## config.mk

```make
export PLATFORM = sky130hd
export DESIGN_NAME = power_button_sequencer_with_status_led
export DESIGN_NICKNAME = d
export VERILOG_FILES = /design/src/pbs_pkg.sv /design/src/pbs_div.sv /design/src/pbs_dp.sv /design/src/pbs_ctrl.sv /design/src/power_button_sequencer_with_status_led.sv
export SDC_FILE = /design/constraint.sdc
export NUM_CORES = 2
export LEC_CHECK = 0
export BUFFER_PORTS_ARGS = -buffer_cell sky130_fd_sc_hd__buf_4
export CORE_MARGIN = 1
export CORE_UTILIZATION = 70
export DETAILED_ROUTE_END_ITERATION = 10
export GPL_TIMING_DRIVEN = 0
export PLACE_DENSITY = 0.88
export SLEW_MARGIN = 25
export SYNTH_ARGS = -nofsm -noshare
export SYNTH_HDL_FRONTEND = slang
export SYNTH_HIERARCHICAL = 1
export SYNTH_SLANG_ARGS = --single-unit
```

## constraint.sdc

```tcl
create_clock -name clk -period 25.5 [get_ports clk]
set_input_delay 0 -clock clk [delete_from_list [all_inputs] [get_ports clk]]
set_output_delay 0 -clock clk [all_outputs]
set_load 0.1 [all_outputs]
```

## src/pbs_pkg.sv

```systemverilog
// ----------------------------------------------------------------------------
// Power button sequencer package
// Widths, register map, LED codes, color constants and the control types
// shared by the controller, the datapath and the divider.
// ----------------------------------------------------------------------------
package pbs_pkg;

	localparam int TIMER_BITS = 16;
	localparam int CFG_W      = 16;
	localparam int CMP_W      = (TIMER_BITS > CFG_W) ? TIMER_BITS : CFG_W;
	localparam int NREG       = 8;
	localparam int IDX_W      = 3;

	localparam int IN_W       = 8;
	localparam int COLOR_W    = 8;
	localparam int OUT_USED   = 1 + 2 + 3 * COLOR_W + 1;
	localparam int OUT_W      = ((OUT_USED + 7) / 8) * 8;
	localparam int OUT_PAD    = OUT_W - OUT_USED;

	// breathing ramp
	localparam int BR_MIN     = 40;
	localparam int BR_MAX     = 80;
	localparam int BR_SPAN    = BR_MAX - BR_MIN;
	localparam int PCT_W      = 7;

	// shared divider
	localparam int DIV_W      = 22;
	localparam int DIV_CNT_W  = $clog2(DIV_W);

	// color scaling, x / 100 as (x * 5243) >> 19 for x below 2^15
	localparam int MUL_W       = 15;
	localparam int PROD_W      = 28;
	localparam int RECIP_100   = 5243;
	localparam int RECIP_SHIFT = 19;
	localparam int C_FULL      = 255;
	localparam int C_AMBER_G   = 140;
	localparam int C_SHUT_G    = 110;
	localparam logic [COLOR_W-1:0] C_WHITE = COLOR_W'((C_FULL * BR_MAX) / 100);

	typedef enum logic [IDX_W-1:0] {
		REG_DEBOUNCE,
		REG_LOCKOUT,
		REG_HOLD_ARM,
		REG_HOLD_OFF,
		REG_SIGNAL_LOSS,
		REG_BOOT_LED,
		REG_AP_HOLD,
		REG_BREATH_PERIOD
	} cfg_reg_t;

	localparam logic [CFG_W-1:0] CFG_RESET [NREG] = '{
		16'd40, 16'd3000, 16'd3000, 16'd5000, 16'd10000, 16'd15000, 16'd15000, 16'd2500
	};

	typedef enum logic [1:0] {
		LED_OFF    = 2'd0,
		LED_BOOT   = 2'd1,
		LED_NORMAL = 2'd2,
		LED_SHUT   = 2'd3
	} led_mode_t;

	typedef struct packed {
		logic div_start;
		logic div_pct;
		logic mod_take;
		logic mul;
		logic scale;
		logic load;
	} dp_cmd_t;

	typedef struct packed {
		logic div_done;
		logic out_free;
	} dp_status_t;

endpackage

```

## src/pbs_div.sv

```systemverilog
// ----------------------------------------------------------------------------
// Power button sequencer serial divider
// Restoring radix-2 divider, one quotient bit per cycle, shared by the
// breathing phase wrap and the breathing percent ramp.
// ----------------------------------------------------------------------------
module pbs_div (
	input  logic                        clk,
	input  logic                        arst_n,
	input  logic                        start,
	input  logic [pbs_pkg::DIV_W-1:0]   dividend,
	input  logic [pbs_pkg::CFG_W-1:0]   divisor,
	output logic                        done,
	output logic [pbs_pkg::DIV_W-1:0]   quotient,
	output logic [pbs_pkg::CFG_W-1:0]   remainder
);
	import pbs_pkg::*;

	logic                 busy_q;
	logic                 done_q;
	logic [DIV_CNT_W-1:0] cnt_q;
	logic [CFG_W-1:0]     rem_q;
	logic [DIV_W-1:0]     quo_q;
	logic [CFG_W-1:0]     dvs_q;

	logic [CFG_W:0]       trial;
	logic [CFG_W:0]       diff;
	logic                 fits;

	assign trial = {rem_q, quo_q[DIV_W-1]};
	assign fits  = (trial >= {1'b0, dvs_q});
	assign diff  = trial - {1'b0, dvs_q};

	always_ff @(posedge clk or negedge arst_n) begin
		if (!arst_n) begin
			busy_q <= 1'b0;
			done_q <= 1'b0;
			cnt_q  <= '0;
		end else begin
			done_q <= 1'b0;
			if (start) begin
				busy_q <= 1'b1;
				cnt_q  <= '0;
			end else if (busy_q) begin
				cnt_q <= cnt_q + 1'b1;
				if (cnt_q == DIV_CNT_W'(DIV_W - 1)) begin
					busy_q <= 1'b0;
					done_q <= 1'b1;
				end
			end
		end
	end

	// divisor held for the whole pass
	always_ff @(posedge clk) begin
		if (start) begin
			rem_q <= '0;
			quo_q <= dividend;
			dvs_q <= divisor;
		end else if (busy_q) begin
			rem_q <= fits ? diff[CFG_W-1:0] : trial[CFG_W-1:0];
			quo_q <= {quo_q[DIV_W-2:0], fits};
		end
	end

	assign done      = done_q;
	assign quotient  = quo_q;
	assign remainder = rem_q;

endmodule

```

## src/pbs_dp.sv

```systemverilog
// ----------------------------------------------------------------------------
// Power button sequencer datapath
// Register file, tick update of debounce, power and LED state, breathing
// ramp through the shared divider, color scaling and the result register.
// ----------------------------------------------------------------------------
module pbs_dp (
	input  logic                         clk,
	input  logic                         arst_n,
	input  logic                         tick,
	input  logic                         button_raw,
	input  logic                         board_signal,
	input  logic                         cfg_valid,
	input  logic [pbs_pkg::IDX_W-1:0]    cfg_index,
	input  logic [pbs_pkg::CFG_W-1:0]    cfg_data,
	input  pbs_pkg::dp_cmd_t             cmd,
	output pbs_pkg::dp_status_t          status,
	input  logic                         m_tready,
	output logic                         m_tvalid,
	output logic [pbs_pkg::OUT_W-1:0]    m_tdata
);
	import pbs_pkg::*;

	typedef struct packed {
		logic                  raw_last;
		logic                  button_stable;
		logic                  press_pend;
		logic                  release_pend;
		logic                  power_on;
		logic                  off_hold_run;
		logic                  loss_run;
		logic                  lockout_act;
		logic                  track_act;
		logic                  long_hold_done;
		led_mode_t             mode;
		logic [TIMER_BITS-1:0] debounce_cnt;
		logic [TIMER_BITS-1:0] on_elapsed;
		logic [TIMER_BITS-1:0] off_hold_cnt;
		logic [TIMER_BITS-1:0] loss_cnt;
		logic [TIMER_BITS-1:0] lockout_cnt;
		logic [TIMER_BITS-1:0] track_cnt;
		logic [TIMER_BITS-1:0] boot_cnt;
	} ctl_state_t;

	localparam ctl_state_t ST_RESET = '{
		raw_last:       1'b1,
		button_stable:  1'b1,
		press_pend:     1'b0,
		release_pend:   1'b0,
		power_on:       1'b0,
		off_hold_run:   1'b0,
		loss_run:       1'b0,
		lockout_act:    1'b0,
		track_act:      1'b0,
		long_hold_done: 1'b0,
		mode:           LED_OFF,
		debounce_cnt:   '0,
		on_elapsed:     '0,
		off_hold_cnt:   '0,
		loss_cnt:       '0,
		lockout_cnt:    '0,
		track_cnt:      '0,
		boot_cnt:       '0
	};

	function automatic logic [TIMER_BITS-1:0] sat_inc(input logic [TIMER_BITS-1:0] v);
		return (&v) ? v : v + 1'b1;
	endfunction

	function automatic logic cnt_ge(input logic [TIMER_BITS-1:0] cnt,
	                                input logic [CFG_W-1:0] thr);
		return CMP_W'(cnt) >= CMP_W'(thr);
	endfunction

	function automatic ctl_state_t power_down(input ctl_state_t s);
		ctl_state_t r;
		r              = s;
		r.power_on     = 1'b0;
		r.on_elapsed   = '0;
		r.lockout_act  = 1'b1;
		r.lockout_cnt  = '0;
		r.press_pend   = 1'b0;
		r.release_pend = 1'b0;
		r.loss_run     = 1'b0;
		r.off_hold_run = 1'b0;
		r.mode         = LED_OFF;
		return r;
	endfunction

	function automatic ctl_state_t power_up(input ctl_state_t s);
		ctl_state_t r;
		r              = s;
		r.power_on     = 1'b1;
		r.on_elapsed   = '0;
		r.boot_cnt     = '0;
		r.mode         = LED_BOOT;
		r.loss_run     = 1'b0;
		r.off_hold_run = 1'b0;
		return r;
	endfunction

	function automatic logic [COLOR_W-1:0] div100(input logic [MUL_W-1:0] x);
		logic [PROD_W-1:0] p;
		p = PROD_W'(x) * PROD_W'(RECIP_100);
		return p[RECIP_SHIFT +: COLOR_W];
	endfunction

	logic [CFG_W-1:0]   cfg_q [NREG];
	ctl_state_t         st_q;
	ctl_state_t         nx;
	logic               ap_c;
	logic               start_c;
	logic               held_c;

	logic [CFG_W-1:0]   phase_q;
	logic [CFG_W-1:0]   ph_q;
	logic               res_drive_q;
	led_mode_t          res_mode_q;
	logic               res_ap_q;
	logic [MUL_W-1:0]   full_q;
	logic [MUL_W-1:0]   green_q;
	logic [COLOR_W-1:0] res_r_q;
	logic [COLOR_W-1:0] res_g_q;
	logic [COLOR_W-1:0] res_b_q;
	logic               out_valid_q;
	logic [OUT_W-1:0]   out_q;

	logic [CFG_W-1:0]   period;
	logic [CFG_W-1:0]   half;
	logic [CFG_W-1:0]   ph_c;
	logic [CFG_W:0]     ph_inc;
	logic [CFG_W-1:0]   ramp;
	logic [DIV_W-1:0]   num;
	logic [DIV_W-1:0]   div_dividend;
	logic [CFG_W-1:0]   div_divisor;
	logic               div_done;
	logic [DIV_W-1:0]   div_quo;
	logic [CFG_W-1:0]   div_rem;
	logic [PCT_W-1:0]   pct_c;
	logic               out_free;

	// register file
	always_ff @(posedge clk or negedge arst_n) begin
		if (!arst_n) begin
			cfg_q <= CFG_RESET;
		end else if (cfg_valid) begin
			cfg_q[cfg_index] <= cfg_data;
		end
	end

	// tick update
	always_comb begin
		nx      = st_q;
		ap_c    = 1'b0;
		start_c = 1'b0;

		if (nx.power_on)       nx.on_elapsed   = sat_inc(nx.on_elapsed);
		if (nx.off_hold_run)   nx.off_hold_cnt = sat_inc(nx.off_hold_cnt);
		if (nx.loss_run)       nx.loss_cnt     = sat_inc(nx.loss_cnt);
		if (nx.lockout_act)    nx.lockout_cnt  = sat_inc(nx.lockout_cnt);
		if (nx.track_act)      nx.track_cnt    = sat_inc(nx.track_cnt);
		if (nx.mode == LED_BOOT) nx.boot_cnt   = sat_inc(nx.boot_cnt);

		// debounce
		if (button_raw != nx.raw_last) begin
			nx.raw_last     = button_raw;
			nx.debounce_cnt = '0;
		end else begin
			nx.debounce_cnt = sat_inc(nx.debounce_cnt);
		end
		if (cnt_ge(nx.debounce_cnt, cfg_q[REG_DEBOUNCE]) && (nx.button_stable != button_raw)) begin
			nx.button_stable = button_raw;
			if (!button_raw) begin
				nx.press_pend = 1'b1;
			end else begin
				nx.release_pend = 1'b1;
			end
		end
		held_c = !nx.button_stable;

		// power on path
		if (!nx.power_on) begin
			if (nx.press_pend) begin
				nx.press_pend     = 1'b0;
				nx.track_act      = 1'b1;
				nx.track_cnt      = '0;
				nx.long_hold_done = 1'b0;
			end
			if (nx.track_act && !nx.long_hold_done && held_c &&
			    cnt_ge(nx.track_cnt, cfg_q[REG_AP_HOLD])) begin
				ap_c              = 1'b1;
				nx.long_hold_done = 1'b1;
			end
			if (nx.release_pend) begin
				nx.release_pend = 1'b0;
				if (nx.track_act) begin
					start_c = !cnt_ge(nx.track_cnt, cfg_q[REG_AP_HOLD]) && !nx.long_hold_done;
					nx.track_act      = 1'b0;
					nx.long_hold_done = 1'b0;
				end
			end
			if (nx.lockout_act) begin
				if (cnt_ge(nx.lockout_cnt, cfg_q[REG_LOCKOUT])) begin
					nx.lockout_act = 1'b0;
				end else begin
					start_c = 1'b0;
				end
			end
			if (!nx.lockout_act && start_c) begin
				nx = power_up(nx);
			end
		end

		// power off path
		if (nx.power_on) begin
			if (cnt_ge(nx.on_elapsed, cfg_q[REG_HOLD_ARM])) begin
				if (held_c) begin
					if (!nx.off_hold_run) begin
						nx.off_hold_run = 1'b1;
						nx.off_hold_cnt = '0;
					end else if (cnt_ge(nx.off_hold_cnt, cfg_q[REG_HOLD_OFF])) begin
						nx = power_down(nx);
					end
				end else begin
					nx.off_hold_run = 1'b0;
				end
			end else begin
				nx.off_hold_run = 1'b0;
			end
			if (nx.power_on) begin
				if (board_signal) begin
					nx.loss_run = 1'b0;
				end else if (!nx.loss_run) begin
					nx.loss_run = 1'b1;
					nx.loss_cnt = '0;
				end else if (cnt_ge(nx.loss_cnt, cfg_q[REG_SIGNAL_LOSS])) begin
					nx = power_down(nx);
				end
			end
		end

		// led mode
		if (!nx.power_on) begin
			nx.mode = LED_OFF;
		end else begin
			if (nx.mode == LED_OFF) begin
				nx.mode     = LED_BOOT;
				nx.boot_cnt = '0;
			end
			if (nx.mode == LED_BOOT) begin
				if (!board_signal) begin
					nx.mode = LED_SHUT;
				end else if (cnt_ge(nx.boot_cnt, cfg_q[REG_BOOT_LED])) begin
					nx.mode = LED_NORMAL;
				end
			end else if (nx.mode == LED_NORMAL) begin
				if (!board_signal) nx.mode = LED_SHUT;
			end else if (board_signal) begin
				nx.mode = LED_NORMAL;
			end
		end
	end

	always_ff @(posedge clk or negedge arst_n) begin
		if (!arst_n) begin
			st_q <= ST_RESET;
		end else if (tick) begin
			st_q <= nx;
		end
	end

	always_ff @(posedge clk) begin
		if (tick) begin
			res_drive_q <= nx.power_on;
			res_mode_q  <= nx.mode;
			res_ap_q    <= ap_c;
		end
	end

	// breathing phase and ramp
	assign period = cfg_q[REG_BREATH_PERIOD];
	assign half   = {1'b0, period[CFG_W-1:1]};
	assign ph_c   = (period == '0) ? '0 : div_rem;
	assign ph_inc = {1'b0, ph_c} + (CFG_W+1)'(1);
	assign ramp   = (ph_q <= half) ? ph_q : period - ph_q;
	assign num    = DIV_W'(ramp) * DIV_W'(BR_SPAN);

	assign div_dividend = cmd.div_pct ? num : DIV_W'(phase_q);
	assign div_divisor  = cmd.div_pct ? half : period;

	pbs_div u_div (
		.clk       (clk),
		.arst_n    (arst_n),
		.start     (cmd.div_start),
		.dividend  (div_dividend),
		.divisor   (div_divisor),
		.done      (div_done),
		.quotient  (div_quo),
		.remainder (div_rem)
	);

	always_ff @(posedge clk or negedge arst_n) begin
		if (!arst_n) begin
			phase_q <= '0;
		end else if (cmd.mod_take) begin
			phase_q <= (ph_inc >= {1'b0, period}) ? '0 : ph_inc[CFG_W-1:0];
		end
	end

	always_ff @(posedge clk) begin
		if (cmd.mod_take) begin
			ph_q <= ph_c;
		end
	end

	// color scaling
	assign pct_c = (half == '0) ? PCT_W'(BR_MIN) : PCT_W'(BR_MIN) + div_quo[PCT_W-1:0];

	always_ff @(posedge clk) begin
		if (cmd.mul) begin
			full_q  <= MUL_W'(pct_c) * MUL_W'(C_FULL);
			green_q <= MUL_W'(pct_c) *
			           ((res_mode_q == LED_BOOT) ? MUL_W'(C_AMBER_G) : MUL_W'(C_SHUT_G));
		end
	end

	always_ff @(posedge clk) begin
		if (cmd.scale) begin
			unique case (res_mode_q)
				LED_OFF: begin
					res_r_q <= '0;
					res_g_q <= '0;
					res_b_q <= '0;
				end
				LED_BOOT: begin
					res_r_q <= div100(full_q);
					res_g_q <= div100(green_q);
					res_b_q <= '0;
				end
				LED_NORMAL: begin
					res_r_q <= C_WHITE;
					res_g_q <= C_WHITE;
					res_b_q <= C_WHITE;
				end
				LED_SHUT: begin
					res_r_q <= '0;
					res_g_q <= div100(green_q);
					res_b_q <= div100(full_q);
				end
			endcase
		end
	end

	// result register
	assign out_free = !out_valid_q || m_tready;

	always_ff @(posedge clk or negedge arst_n) begin
		if (!arst_n) begin
			out_valid_q <= 1'b0;
		end else if (cmd.load && out_free) begin
			out_valid_q <= 1'b1;
		end else if (m_tready) begin
			out_valid_q <= 1'b0;
		end
	end

	always_ff @(posedge clk) begin
		if (cmd.load && out_free) begin
			out_q <= {{OUT_PAD{1'b0}}, res_ap_q, res_b_q, res_g_q, res_r_q, res_mode_q,
			          res_drive_q};
		end
	end

	assign status.div_done = div_done;
	assign status.out_free = out_free;
	assign m_tvalid        = out_valid_q;
	assign m_tdata         = out_q;

endmodule

```

## src/pbs_ctrl.sv

```systemverilog
// ----------------------------------------------------------------------------
// Power button sequencer controller
// Sequences one item through tick update, phase wrap, ramp division,
// color scaling and the result register.
// ----------------------------------------------------------------------------
module pbs_ctrl (
	input  logic                  clk,
	input  logic                  arst_n,
	input  logic                  in_valid,
	output logic                  in_ready,
	input  pbs_pkg::dp_status_t   status,
	output pbs_pkg::dp_cmd_t      cmd
);
	import pbs_pkg::*;

	typedef enum logic [3:0] {
		S_IDLE,
		S_MOD_GO,
		S_MOD_WAIT,
		S_MOD_TAKE,
		S_PCT_GO,
		S_PCT_WAIT,
		S_MUL,
		S_SCALE,
		S_LOAD
	} state_t;

	state_t   state_q;
	logic     ready_q;
	dp_cmd_t  cmd_q;

	always_ff @(posedge clk or negedge arst_n) begin
		if (!arst_n) begin
			state_q <= S_IDLE;
			ready_q <= 1'b1;
			cmd_q   <= '0;
		end else begin
			cmd_q <= '0;
			unique case (state_q)
				S_IDLE: begin
					if (in_valid) begin
						state_q         <= S_MOD_GO;
						ready_q         <= 1'b0;
						cmd_q.div_start <= 1'b1;
					end
				end
				S_MOD_GO: begin
					state_q <= S_MOD_WAIT;
				end
				S_MOD_WAIT: begin
					if (status.div_done) begin
						state_q        <= S_MOD_TAKE;
						cmd_q.mod_take <= 1'b1;
					end
				end
				S_MOD_TAKE: begin
					state_q         <= S_PCT_GO;
					cmd_q.div_start <= 1'b1;
					cmd_q.div_pct   <= 1'b1;
				end
				S_PCT_GO: begin
					state_q <= S_PCT_WAIT;
				end
				S_PCT_WAIT: begin
					if (status.div_done) begin
						state_q   <= S_MUL;
						cmd_q.mul <= 1'b1;
					end
				end
				S_MUL: begin
					state_q     <= S_SCALE;
					cmd_q.scale <= 1'b1;
				end
				S_SCALE: begin
					state_q    <= S_LOAD;
					cmd_q.load <= 1'b1;
				end
				S_LOAD: begin
					if (status.out_free) begin
						state_q <= S_IDLE;
						ready_q <= 1'b1;
					end else begin
						cmd_q.load <= 1'b1;
					end
				end
				default: begin
					state_q <= S_IDLE;
					ready_q <= 1'b1;
				end
			endcase
		end
	end

	assign in_ready = ready_q;
	assign cmd      = cmd_q;

endmodule

```

## src/power_button_sequencer_with_status_led.sv

```systemverilog
// ----------------------------------------------------------------------------
// Power button sequencer with status LED
// One item per 1 ms tick: debounced button, power drive sequencing with
// lockout and hold timers, access point request and breathing status LED.
//
//   channel  signals                      item
//   s_*      s_tvalid s_tready s_tdata    tick input
//   m_*      m_tvalid m_tready m_tdata    drive, LED and request result
//   cfg_*    cfg_valid cfg_ready          register write
//            cfg_index cfg_data
//
// Each item runs through two passes of the shared radix-2 divider over
// the 22-bit dividend (phase wrap, ramp) plus the command steps around
// them before the next item is accepted.
// A finished result waits in the output register; the next item is taken
// while it waits and stalls only before its own result would overwrite it.
// Reset loads the register defaults and the released, powered-off state.
// cfg_ready is always high.
// ----------------------------------------------------------------------------
module power_button_sequencer_with_status_led (
	input  logic                         clk,
	input  logic                         arst_n,
	input  logic                         s_tvalid,
	output logic                         s_tready,
	// [0] button_raw, [1] board_signal
	input  logic [pbs_pkg::IN_W-1:0]     s_tdata,
	output logic                         m_tvalid,
	input  logic                         m_tready,
	// [0] drive_on, [2:1] led_mode, [10:3] led_red, [18:11] led_green,
	// [26:19] led_blue, [27] ap_request
	output logic [pbs_pkg::OUT_W-1:0]    m_tdata,
	input  logic                         cfg_valid,
	output logic                         cfg_ready,
	input  logic [pbs_pkg::IDX_W-1:0]    cfg_index,
	input  logic [pbs_pkg::CFG_W-1:0]    cfg_data
);
	import pbs_pkg::*;

	dp_cmd_t    cmd;
	dp_status_t status;
	logic       tick;

	assign tick      = s_tvalid && s_tready;
	assign cfg_ready = 1'b1;

	pbs_ctrl u_ctrl (
		.clk      (clk),
		.arst_n   (arst_n),
		.in_valid (s_tvalid),
		.in_ready (s_tready),
		.status   (status),
		.cmd      (cmd)
	);

	pbs_dp u_dp (
		.clk          (clk),
		.arst_n       (arst_n),
		.tick         (tick),
		.button_raw   (s_tdata[0]),
		.board_signal (s_tdata[1]),
		.cfg_valid    (cfg_valid),
		.cfg_index    (cfg_index),
		.cfg_data     (cfg_data),
		.cmd          (cmd),
		.status       (status),
		.m_tready     (m_tready),
		.m_tvalid     (m_tvalid),
		.m_tdata      (m_tdata)
	);

endmodule

```

* Word-level counts from Yosys, hierarchy flattened *
Cells that the tools add are included.

storage, ports and cells
  output and inout bits = 35
  input port bits = 32
  flip-flop bits (word level) = 443
  logic and storage cells = 260

cells by class
  reduce and logical (&&, ||, !) cells = 36
  order comparisons = 12
  bitwise operators = 2
  mux-type cells = 119
  equal/unequal tests = 21
  $add $sub $neg = 12
  multipliers = 5

operator list
  operator                number
  $mux 122                4
  $mux 16                 26
  $mux 118                3
  $bwmux 128              1
  $mux 124                1
  $mux 120                1
  $mux 117                1
  $add 16x1->16 const B   7
  $ge 16x16->1            7
  $reduce_and 16->1       7
  $pmux 8 s3              3
  $mux 22                 3
  $mux 64                 1
  $mul 15x13->27 const B  2
  $mux 53                 1
  $demux 16 s3            1
  $mux 48                 1
  $mux 1                  38
  $mux 38                 1
  $pmux 4 s9              1
  $ge 17x16->1            2
  $logic_not 16->1        2
  $sub 16x16->16          2
  $mux 2                  13
  39 further kinds        78

* Depth between registers and ports, before layout *
  word-level depth = 44
  mapped depth = 49
  mapped depth without buffers = 43

* Hierarchy *
Netlist, hierarchy kept.

modules (own cells, without submodules)
  module                                  area each (um^2)  times used  sequential area each (um^2)  cells an instance
  pbs_dp                                  31773.0           1           9823.2                       3310
  pbs_div                                 3570.9            1           1636.6                       328
  pbs_ctrl                                466.7             1           276.5                        45
  power_button_sequencer_with_status_led  17.5              1           0.0                          3

* Worst setup path before layout *
No wires, ideal clock.

  path type = reg2reg
  from = register u_dp/st_q[99] (netlist name)
  to = register u_dp.res_mode_q[0] (data pin)
  library setup time = 0.255 ns
  setup slack = 16.098 ns
  data required time = 25.245 ns
  clock period less this slack = 9.402 ns
  buffers on the path = 6
  arrival = 9.147 ns
  stages on the path, launching flop included = 48
  cells stage by stage = dfrtp_1 buf_2 and4_1 nand4_1 nor2_1 nand3_1 nor3_1 nor2_1 nand4_1 xor2_1 nor2_1 ha_1 and4_1 nand2_1 o221ai_1 o41a_1 clkbuf_1 clkbuf_1 [... 12 more ...] a221oi_1 nor2_1 o311a_1 o211ai_2 o22ai_2 a21oi_1 o21ai_1 nand2b_1 ha_1 nand2b_1 a21oi_1 o21ai_0 nand4_1 a21boi_0 nor3_1 o31ai_1 o21ai_0 and2_1

RTL lines
  element                   RTL line       RTL
  start: declaration        pbs_dp.sv:108  ctl_state_t st_q;
  start signal: assignment  pbs_dp.sv:267  st_q <= nx;
  end signal: assignment    pbs_dp.sv:274  res_mode_q <= nx.mode;
  end: declaration          pbs_dp.sv:117  led_mode_t res_mode_q;

==> results by group <==
Run status
  – Status: completed

Setup path
  – Worst Path Buf+Inv: 7
  – Critical Path End Type: register
  – Family with the most delay on the worst path: compound AO/OA/AOI/OAI gates
  – Setup CP Type: reg -> reg
  – Type of origin of the critical path: register
  – CP Data Arrival Time: between 10 and 15 ns
  – CP max-delay cell: nor3_1
  – Critical Path RT: between 20 and 30 ns
  – Crit-path max FO: 10
  – Critical path's largest stage delay: about 0.5 ns
  – Cell mode on critical path: nor2_1

Yosys
  – Synth Area in Compound Gates: approximately 14%
  – Most frequent cell after synthesis: inv_1
  – Post-synth EDFFs: 139
  – Area share of the largest cell type after synthesis: roughly 17%
  – Largest family of logic cells by synthesized area: adder cells
  – Yosys reg bits: 442
  – Post-Synth Simple-Gate Area: about an eighth
  – Seq/Total Area, Yosys: around a third
  – Post-synthesis adder-cell area fraction: 26.0%
  – Mapped Area: between 0.03 and 0.04 mm^2
  – Cell variety after synth: between 100 and 150
  – Ranking of synthesized cells by area: dfrtp_1 17%, ha_1 16%, edfxtp_1 12%
  – Mux share of post-synthesis cell area: under 10%
  – XOR/XNOR share of the synthesized area: between 4 and 5%
  – Main synth FF type: dfrtp_1
  – Commonest cells post-synth: 537 x inv_1, 472 x ha_1, 300 x nand2_1
  – Mean area per synthesized cell: between 9 and 10 um^2
  – Async SR Flop Fraction: 64.9%
  – Cells after Synth: 3,686
  – Leading area contributor after synthesis: dfrtp_1
  – Ys Warns: 6

Final layout
  – Layout fillers: around 3,100
  – Post-layout nets: 4,493
  – Share of cells above drive strength 1: 10.0%
  – Area Growth Syn to Fin: 9.11%

Route
  – Post-route ant nets: 0
  – DR DRC count: 0
  – First-iteration detailed-routing DRC count: between 2,000 and 3,000
  – Vias post-DR: approximately 29,000
  – Detailed-route wire length: 93.0 mm
  – Detailed Routing Iterations Pass 1: 8
  – Wire per inst: about 20 um
  – Routed vias/inst: approximately 6.4

Clock tree
  – CTS Sinks: 442
  – H-tree Lvls: 2
  – TritonCTS clock tree: yes
  – Post-CTS Resized: 0
  – Worst skew pair latency: around 0.63 ns
  – CTS clk-pin slew, worst paths: approximately 0.06 ns
  – CTS Root Cell: clkbuf_16
  – CTS Buf Count: about 50
  – Max Buffers Root-to-Sink: 3

Placed design
  – HPWL Detailed: between 60 and 70 mm
  – Number of port buffers: 50
  – Routability Congestion: just under 1

Floorplan
  – Initial Utilization: between 70% and 80%
  – Die Ht: about 230 um
  – Rows: 82
  – Core outline area: just over 0.05 mm^2
  – Die area: ~0.052 mm^2
  – Die width: ~230 um
  – I/O pins: 67

GRT
  – Grt ovf: 0
  – Vias in the first global route: slightly below 30,000
  – Tot GR Track Use: a little over a third
  – First-pass GRT wire length: approximately 150 mm
  – Largest net degree at the start of global routing: between 80 and 90
  – Initial antenna violation count: 6

STA
  – Max-Slew Margin vs Limit: ~34%
  – Clock skew: between 0.03 and 0.04 ns
  – Fmax: between 0.08 and 0.09 GHz
  – Final worst path period share: a little under half
  – Slew Viols, Final: 0
  – Unrepaired setup endpoints after global routing: false
  – Fin Setup TNS: 0 ns
  – Min Clock Period, post-route: around 12 ns
  – Setup Viol. Count Final: 0
  – Final Hold Viols: 0
  – Worst Max-Slew Pin Slew: between 0.9 and 1 ns

Pwr
  – Tot Pwr: 4760 uW
  – Leakage: ~0.018 uW
  – Max VDD drop: between 0.15 and 0.2 mV
  – PwrDens: 122 mW/mm^2

Job
  – Max-cap violations: 0

Min path
  – Worst hold path type: in -> reg
==> flip-flops by register name (all words and copies together) (netlist names), 16 cells and up <==
| signal | flops |
|---|---|
| u_dp/m_tdata | 28 |
| u_dp/period | 16 |
| u_dp/cfg_q | 112 |
| u_dp/phase_q | 16 |
| u_dp/ph_q | 16 |
| u_dp/u_div/quotient | 22 |
| u_dp/u_div/remainder | 16 |
| u_dp/u_div/dvs_q | 16 |
| u_dp/st_q | 124 |
==> logic make-up (layout without fill, tap and decap cells) <==
kind of cell    after synthesis  after routing
compound gates              730            730
xor+xnor                    172            172
fa+ha+maj                   642            642
buf+inv                     651            819
flops                       442            442
mux                         110            110
other cells                   2             10
simple gates                937            937
==> worst reg2reg max path, delay by kind of cell (launching register included) <==
family	cells	cell delay, ns
xor+xnor	1	0.17
compound gates	20	4.65
fa+ha+maj	4	1.10
flops	1	0.32
simple gates	17	3.39
buf+inv	7	2.23
==> metrics by stage <==
stage	area, um^2	std cells	worst slack, ns	util, %	hold WS, ns
3_3_place_gp	37100	4413	13.95	73.7	0.289
4_1_cts	39100	4531	13.56	77.7	0.00259
2_1_floorplan	35800	3691	16.10	-	-0.296
3_5_place_dp	37200	4416	13.82	73.9	-0.0218
6_report	39100	4534	13.41	77.8	0.0364
5_1_grt	39100	4532	12.59	77.8	0.0705
==> cell type report <==
cell class	instances	area, um^2	area share, %
repair buffers	77	716	1.83
multi-input cells	2598	21600	55.2
clock inverters	23	303	0.775
flip-flops and latches	442	11700	30.0
plain buffers	110	500	1.28
inverters	541	2030	5.19
well taps	672	841	2.15
diodes	3	7.51	0.0192
clock buffers	68	1380	3.52
==> per-layer routing <==
layer | GRT usage, % | wire length, um | part of all wire, %
met5 | 0.184 | 13 | 0.014
met4 | 18.5 | 5020 | 5.4
met3 | 5.99 | 7950 | 8.5
met2 | 60.9 | 44900 | 48
met1 | 44.5 | 35200 | 38
==> final timing paths <==
path	start	to	slack, ns	depth (start not counted)
max in group asynchronous	arst_n	u_ctrl/in_ready	24.53	4
min in group asynchronous	arst_n	u_dp/cfg_q[107]	0.07	2
min	cfg_index[0]	u_dp/cfg_q[96]	0.04	3
max reg2reg	u_dp/st_q[99]	u_dp/res_mode_q[0]	13.41	49
min reg2reg	u_dp/res_r_q[4]	u_dp/m_tdata[7]	0.42	0
max	u_dp/st_q[99]	u_dp/res_mode_q[0]	13.41	49
==> where the power goes <==
part / total [uW] / internal, uW / switching (uW)
Sequential: 1130 / 1010 / 112
Clock: 744 / 432 / 313
Combinational: 2890 / 1210 / 1690
Total: 4760 / 2650 / 2110
==> placed cells by master, fill, tap and decap left out, types with 85 or more instances in the layout <==
cell and n:
nor2_1 216, mux2_2 100, o21ai_0 230, a21oi_1 162, fa_1 170, inv_1 537
ha_1 472, xnor2_1 108, nand2_1 300, clkbuf_1 85, dfrtp_1 238, edfxtp_1 139
==> what timing repair did <==
item / CTS / global route
buffers inserted: 0 / 0
endpoints found under the hold margin: 333 / 0
hold buffers: 24 / 0
Power figures use the tool's default switching activity.
